$ cat config.mk
export PLATFORM = sky130hd
export DESIGN_NAME = slm_merge
export DESIGN_NICKNAME = d
export VERILOG_FILES = /design/src/sv/slm_pkg.sv /design/src/sv/slm_div.sv /design/src/sv/slm_merge.sv
export SDC_FILE = /design/constraint.sdc
export NUM_CORES = 1
export LEC_CHECK = 0
export BUFFER_PORTS_ARGS = -buffer_cell sky130_fd_sc_hd__buf_2
export CAP_MARGIN = 15
export CORE_ASPECT_RATIO = 1.2
export CORE_MARGIN = 3
export CORE_UTILIZATION = 55
export CTS_BUF_LIST = sky130_fd_sc_hd__clkbuf_8
export CTS_CLUSTER_DIAMETER = 40
export DETAILED_ROUTE_END_ITERATION = 7
export PLACE_DENSITY = 0.79
export SLEW_MARGIN = 30
export SYNTH_ARGS = -nofsm -noshare
export SYNTH_HDL_FRONTEND = slang
export SYNTH_SLANG_ARGS = --single-unit
$ cat constraint.sdc
create_clock -name clk -period 9.1 [get_ports clk]
set_input_delay 0.455 -clock clk [delete_from_list [all_inputs] [get_ports clk]]
set_output_delay 0.455 -clock clk [all_outputs]
set_load 0.02 [all_outputs]
$ cat src/sv/slm_pkg.sv
// shared constants, register codes and control types of the stereo level meter
package slm_pkg;

  localparam int SAMPLE_W   = 16;
  localparam int LEVEL_W    = 16;
  localparam int COEF_W     = 16;
  localparam int STRIDE_W   = 7;
  localparam int MAX_STRIDE = 64;
  localparam int FULL_SCALE = 32768;

  localparam int CFG_INDEX_W = 3;
  localparam int CFG_DATA_W  = 16;

  localparam logic [CFG_INDEX_W-1:0] REG_PEAK_RELEASE     = 3'd0;
  localparam logic [CFG_INDEX_W-1:0] REG_VU_ATTACK        = 3'd1;
  localparam logic [CFG_INDEX_W-1:0] REG_VU_RELEASE       = 3'd2;
  localparam logic [CFG_INDEX_W-1:0] REG_RMS_WEIGHT       = 3'd3;
  localparam logic [CFG_INDEX_W-1:0] REG_BLOCKPEAK_WEIGHT = 3'd4;
  localparam logic [CFG_INDEX_W-1:0] REG_BLOCK_STRIDE     = 3'd5;

  localparam logic [COEF_W-1:0]   RST_PEAK_RELEASE     = 16'd62587;
  localparam logic [COEF_W-1:0]   RST_VU_ATTACK        = 16'd27525;
  localparam logic [COEF_W-1:0]   RST_VU_RELEASE       = 16'd55050;
  localparam logic [COEF_W-1:0]   RST_RMS_WEIGHT       = 16'd51118;
  localparam logic [COEF_W-1:0]   RST_BLOCKPEAK_WEIGHT = 16'd14418;
  localparam logic [STRIDE_W-1:0] RST_BLOCK_STRIDE     = 7'd12;

  // accumulator widths
  localparam int SQ_W       = 31;  // one square, up to 2^30
  localparam int SQSUM_W    = 37;
  localparam int MONO_SUM_W = 23;
  localparam int ABS_SUM_W  = 22;
  localparam int DIFF_SUM_W = 23;

  // bit-serial divider and root
  localparam int DIV_NUM_W  = SQSUM_W;
  localparam int DIV_DEN_W  = STRIDE_W;
  localparam int DIV_STEPS  = DIV_NUM_W;
  localparam int SQRT_IN_W  = 32;
  localparam int ROOT_W     = 16;
  localparam int SQRT_STEPS = SQRT_IN_W / 2;
  localparam int STEP_W     = $clog2(DIV_STEPS);

  typedef struct packed {
    logic [COEF_W-1:0] peak_release;
    logic [COEF_W-1:0] vu_attack;
    logic [COEF_W-1:0] vu_release;
    logic [COEF_W-1:0] rms_weight;
    logic [COEF_W-1:0] blockpeak_weight;
  } cfg_t;

  typedef struct packed {
    logic                load;
    logic                mul;
    logic                acc;
    logic                div_start;
    logic                div_step;
    logic                sqrt_start;
    logic                sqrt_step;
    logic                tgt;
    logic                tsum;
    logic                vu1;
    logic                vu2;
    logic [STRIDE_W-1:0] n;
  } ctrl_t;

endpackage

$ cat src/sv/slm_div.sv
// bit-serial restoring divider by the block sample count
module slm_div (
  input  logic                           clk,
  input  logic                           start,
  input  logic                           step,
  input  logic [slm_pkg::DIV_NUM_W-1:0]  dividend,
  input  logic [slm_pkg::DIV_DEN_W-1:0]  divisor,
  output logic [slm_pkg::DIV_NUM_W-1:0]  quotient
);
  import slm_pkg::*;

  logic [DIV_NUM_W-1:0] quo;
  logic [DIV_DEN_W-1:0] rem;
  logic [DIV_DEN_W:0]   rem_t;
  logic                 fits;

  assign rem_t = {rem, quo[DIV_NUM_W-1]};
  assign fits  = rem_t >= {1'b0, divisor};

  always_ff @(posedge clk) begin
    if (start) begin
      quo <= dividend;
      rem <= '0;
    end else if (step) begin
      rem <= fits ? DIV_DEN_W'(rem_t - {1'b0, divisor}) : rem_t[DIV_DEN_W-1:0];
      quo <= {quo[DIV_NUM_W-2:0], fits};
    end
  end

  assign quotient = quo;

endmodule

$ cat src/sv/slm_merge.sv
// merging stage: mono average, block sums and their clamped means
module slm_merge (
  input  logic                                clk,
  input  logic                                rst,
  input  slm_pkg::ctrl_t                      ctrl,
  input  logic signed [slm_pkg::SAMPLE_W-1:0] left_sample,
  input  logic signed [slm_pkg::SAMPLE_W-1:0] right_sample,
  output logic signed [slm_pkg::SAMPLE_W-1:0] mean,
  output logic        [slm_pkg::LEVEL_W-1:0]  energy,
  output logic        [slm_pkg::LEVEL_W-1:0]  transient
);
  import slm_pkg::*;

  logic [SAMPLE_W:0]     pair_sum;
  logic [SAMPLE_W-1:0]   mono;
  logic [SAMPLE_W-1:0]   last_mono;
  logic [SAMPLE_W:0]     mono_ext;
  logic [SAMPLE_W:0]     mono_abs;
  logic [SAMPLE_W:0]     diff;
  logic [SAMPLE_W:0]     diff_abs;
  logic [MONO_SUM_W-1:0] mono_sum;
  logic [ABS_SUM_W-1:0]  abs_sum;
  logic [DIFF_SUM_W-1:0] diff_sum;
  logic [MONO_SUM_W-1:0] mono_mag;
  logic                  mono_neg;
  logic [DIV_NUM_W-1:0]  mean_quo;
  logic [DIV_NUM_W-1:0]  energy_quo;
  logic [DIV_NUM_W-1:0]  trans_quo;
  logic [SAMPLE_W-1:0]   mean_neg;

  // floor of half the pair sum is an arithmetic shift
  assign pair_sum = {left_sample[SAMPLE_W-1], left_sample}
                  + {right_sample[SAMPLE_W-1], right_sample};
  assign mono_ext = {mono[SAMPLE_W-1], mono};
  assign mono_abs = mono[SAMPLE_W-1] ? ~mono_ext + 17'd1 : mono_ext;
  assign diff     = mono_ext - {last_mono[SAMPLE_W-1], last_mono};
  assign diff_abs = diff[SAMPLE_W] ? ~diff + 17'd1 : diff;
  assign mono_mag = mono_sum[MONO_SUM_W-1] ? ~mono_sum + 23'd1 : mono_sum;

  always_ff @(posedge clk) begin
    if (ctrl.load) begin
      mono <= pair_sum[SAMPLE_W:1];
    end
    if (ctrl.div_start) begin
      mono_neg <= mono_sum[MONO_SUM_W-1];
    end
  end

  always_ff @(posedge clk) begin
    if (rst) begin
      last_mono <= '0;
      mono_sum  <= '0;
      abs_sum   <= '0;
      diff_sum  <= '0;
    end else begin
      if (ctrl.mul) begin
        mono_sum  <= mono_sum + {{(MONO_SUM_W-SAMPLE_W){mono[SAMPLE_W-1]}}, mono};
        abs_sum   <= abs_sum + ABS_SUM_W'(mono_abs);
        diff_sum  <= diff_sum + DIFF_SUM_W'(diff_abs);
        last_mono <= mono;
      end
      if (ctrl.vu2) begin
        mono_sum <= '0;
        abs_sum  <= '0;
        diff_sum <= '0;
      end
    end
  end

  slm_div u_div_mean (
    .clk      (clk),
    .start    (ctrl.div_start),
    .step     (ctrl.div_step),
    .dividend (DIV_NUM_W'(mono_mag)),
    .divisor  (ctrl.n),
    .quotient (mean_quo)
  );

  slm_div u_div_energy (
    .clk      (clk),
    .start    (ctrl.div_start),
    .step     (ctrl.div_step),
    .dividend (DIV_NUM_W'(abs_sum)),
    .divisor  (ctrl.n),
    .quotient (energy_quo)
  );

  slm_div u_div_trans (
    .clk      (clk),
    .start    (ctrl.div_start),
    .step     (ctrl.div_step),
    .dividend (DIV_NUM_W'(diff_sum)),
    .divisor  (ctrl.n),
    .quotient (trans_quo)
  );

  // truncating signed mean from the magnitude quotient
  assign mean_neg = ~mean_quo[SAMPLE_W-1:0] + 16'd1;

  always_comb begin
    if (mono_neg) begin
      mean = (mean_quo > DIV_NUM_W'(FULL_SCALE)) ? 16'sh8000 : $signed(mean_neg);
    end else begin
      mean = (mean_quo > DIV_NUM_W'(FULL_SCALE - 1)) ? 16'sh7fff
                                                     : $signed(mean_quo[SAMPLE_W-1:0]);
    end
    energy    = (energy_quo > DIV_NUM_W'(FULL_SCALE)) ? LEVEL_W'(FULL_SCALE)
                                                      : energy_quo[LEVEL_W-1:0];
    transient = (trans_quo > DIV_NUM_W'(FULL_SCALE)) ? LEVEL_W'(FULL_SCALE)
                                                     : trans_quo[LEVEL_W-1:0];
  end

endmodule
==> impl_metrics.toml <==
[drt]
viasPerCell = 5.83
routed-wl-met2_microns = 17300
drc_errors = 0
drt-pass1-iter-count = 5
top_layer = "met4"
wl_per_cell_microns = 15.8
wl_met1_microns = 15600
antenna_left = 0
first_iter_violations = 973
route.met3.wl_microns = 1480
vias = 13100
totalWireLength_microns = 35500

[cts]
cts_resized = 0
insertion_delay_ns = 0.56
postCtsSetupBuffers = 0
cts_root_buf = "clkbuf_8"
cts.sinks = 233
cts_tree = "done"
clock_path_buffers = 3
cts_hold_buf = 0
cts.clk_slew.worst_paths_ns = 0.06
htreeDepth = 2
cts_buffers = 43

[place]
routabilityCongestion = 0.881
port_buffers = 93
hpwl_microns = 25800

[sta]
max_freq_mhz = 191
tightest_slew_ns = 0.904
fin_setup_tns_ns = 0
clock_skew_ns = 0.0293
grt_setup_unrepaired = "false"
finalMaxSlewViolations = 0
min_period_over_period_pct = 57.6
hold_viol = 0
setup_viol = 0
slew_headroom_pct = 39.7
whs_ns = 0.283
layout_min_cycle_time_ns = 5.24

[logic_synthesis]
ys.flop_type = "dfxtp_1"
async_flop_share_pct = 0
synthDistinctLibCells = 84
synth_seq_cells = 233
synth_area_sq_um = 15700
ys_seq_area_share_pct = 35.1
yosys_warnings = 0
synth_cells = 1749
synth_nets = 1924
postSynthAreaPerCell_sq_um = 8.98
synth_edf_count = 85

[worst_setup_path]
crit_slowest_cell = "edfxtp_1"
cp-start-kind = "flip-flop"
crit_fanout = 14
path_class = "reg -> reg"
max_stage_delay_ns = 0.53
arrival_ns = 5.66
cp_num_buf_inv = 0
critPathCaptureType = "flip-flop"
required_ns = 9.52
crit_family = "compound AO/OA/AOI/OAI gates"
critical_path.cell_chain = "ha_1 > o21a_1 > o21a_1 > o221ai_1 > a21boi_0 > o21ai_0 > a21o_1 > o21ai_0 > xnor2_1 > ha_1 > or3_1 > or4_1 > o22ai_1 > o21ai_1 > a41o_1 > o2111ai_1 > xor2_1 > nor2_1"

[layout]
n_antenna_cell = 0
fillCellCount = 2454
syn_to_final_growth_pct = 10.2
multi_input_area_sq_um = 9670
final-seq-area_sq_um = 5520
final_nets = 2004
drive_above_1_share_pct = 12.9

[global_route]
gr-usage-all-layers_pct = 22.5
grt_pass1_vias = 12500
globalRouteOverflowTotal = 0
antenna_found_initial = 0
grt_pass1_wl_microns = 58500
grt_max_degree = 76

[floorplanning]
fp.dieArea_sq_um = 30600
rows = 67
fp.dieW_microns = 160
fp.dieH_microns = 191
start_util_pct = 56.1
io_pins = 100
core_area_sq_um = 28000

[power]
peakVddDrop_v = 0.000107
leakage_uw = 0.00734
pwr_density_cell_nw_per_um2 = 206

[flow_run]
maxCapViolCount = 0

[status]
status = "finished, final reports clean"

[worst_hold_path]
hold_path.class = "in -> reg"
[cells in the final DEF, fill, tap and decap left out, types with 13 or more instances in the layout]
cell type / synthesis / layout
nor2_1: 205 / 204
nor3_1: 45 / 45
and2_1: 34 / 34
mux2_2: 48 / 48
a211oi_1: 20 / 20
ha_1: 115 / 115
nand2b_1: 29 / 29
a31oi_1: 18 / 18
o21ai_0: 100 / 100
nor2b_1: 21 / 21
nor4_1: 29 / 29
dfxtp_1: 148 / 148
or3_1: 16 / 16
nand2_1: 106 / 106
mux2i_1: 97 / 97
nand4_1: 17 / 17
a21oi_1: 101 / 101
inv_1: 70 / 79
xnor2_1: 70 / 70
a21o_1: 24 / 24
o21a_1: 13 / 13
clkbuf_8: 0 / 45
xor2_1: 43 / 43
nand3_1: 34 / 34
edfxtp_1: 85 / 85
buf_2: 4 / 91
o31ai_1: 16 / 16
[worst reg2reg max path, stage by stage (launching register included)]
cell       delay (ns)
edfxtp_1         0.53
ha_1             0.43
o21a_1           0.23
o21a_1           0.24
o221ai_1         0.34
a21boi_0         0.16
o21ai_0          0.23
a21o_1           0.38
o21ai_0          0.18
xnor2_1          0.19
ha_1             0.24
or3_1            0.40
or4_1            0.40
o22ai_1          0.18
o21ai_1          0.17
a41o_1           0.35
o2111ai_1        0.28
xor2_1           0.18
nor2_1           0.05
[metal layers]
layer,up-vias,GRT usage (%)
li1,6571,-
met1,6116,27.8
met2,317,40.1
met3,80,3.25
met4,0,8.28
met5,-,0
[flip-flops by register name (all words and copies together) (netlist names), 16 cells and up]
signal	count
abs_sum	22
diff_sum	23
last_mono	16
mono	16
mono_sum	23
u_div_energy.quotient	37
u_div_mean.quotient	37
u_div_trans.quotient	37
[synthesized netlist by cell type (all sizes together) (18+ instances only)]
| master | count | area share, % |
|---|---|---|
| nor2 | 207 | 5.0 |
| dfxtp | 148 | 19 |
| ha | 115 | 9.2 |
| o21ai | 114 | 3.7 |
| nand2 | 106 | 2.5 |
| a21oi | 102 | 3.3 |
| mux2i | 97 | 6.2 |
| edfxtp | 85 | 16 |
| inv | 70 | 1.7 |
| xnor2 | 70 | 3.9 |
| clkbuf | 48 | 1.1 |
| mux2 | 48 | 3.4 |
| nor3 | 46 | 1.5 |
| xor2 | 43 | 2.4 |
| nand3 | 36 | 1.3 |
| and2 | 34 | 1.4 |
| nor4 | 30 | 1.2 |
| nand2b | 29 | 1.2 |
| a21o | 24 | 1.1 |
| nor2b | 21 | 0.84 |
| a211oi | 20 | 0.96 |
| a31oi | 18 | 0.72 |
| buf | 18 | 0.46 |
| o311ai | 18 | 1.1 |
[stage by stage]
stage / setup slack [ns] / instance area, sq um / utilization, % / std cells / total power, uW
after floorplan: 4.65 / 15700 / - / 1749 / 2310
after global placement: 3.98 / 16500 / 58.8 / 2163 / 2540
final: 3.86 / 17300 / 61.8 / 2243 / 3560
after global routing: 3.40 / 17300 / 61.8 / 2243 / 3780
after CTS: 3.85 / 17300 / 61.8 / 2243 / 3570
after detailed placement: 3.89 / 16500 / 58.8 / 2163 / 2580
[cells by family (layout without fill, tap and decap cells)]
logic type	count (synthesis)	in the layout	synth area share [%]
AOI/OAI and AO/OA	405	405	16.7
xor gates and xnor gates	113	113	6.30
adders and majority gates	123	123	10.2
buffers and inverters	136	251	3.28
DFF	233	233	35.1
muxes	145	145	9.63
other	1	1	0.0239
and+or+nand+nor	593	593	18.7
[layout make-up]
cell class                 count  area share, %
clock inverter                35           1.29
tap                          379           2.74
sequential                   233           31.9
clock buffer                  45           3.58
multi-input combinational   1380           55.9
inverter                      70           1.52
timing repair buffer         101           3.07
[report_power, final]
group	switching, uW	internal [uW]
clock	459	523
sequential	120	1200
combinational	708	550
[final timing paths]
check | from | end | slack [ns] | depth (start not counted)
max | mono[5]$_DFFE_PP_ | diff_sum[22]$_SDFFE_PP0P_ | 3.86 | 18
min | rst | last_mono[1]$_SDFFE_PP0P_ | 0.28 | 2
max reg2reg | mono[5]$_DFFE_PP_ | diff_sum[22]$_SDFFE_PP0P_ | 3.86 | 18
min reg2reg | u_div_energy.rem[6]$_SDFFE_PP0P_ | u_div_energy.rem[6]$_SDFFE_PP0P_ | 0.46 | 2
Note: power is estimated with default switching activity, not from simulation.
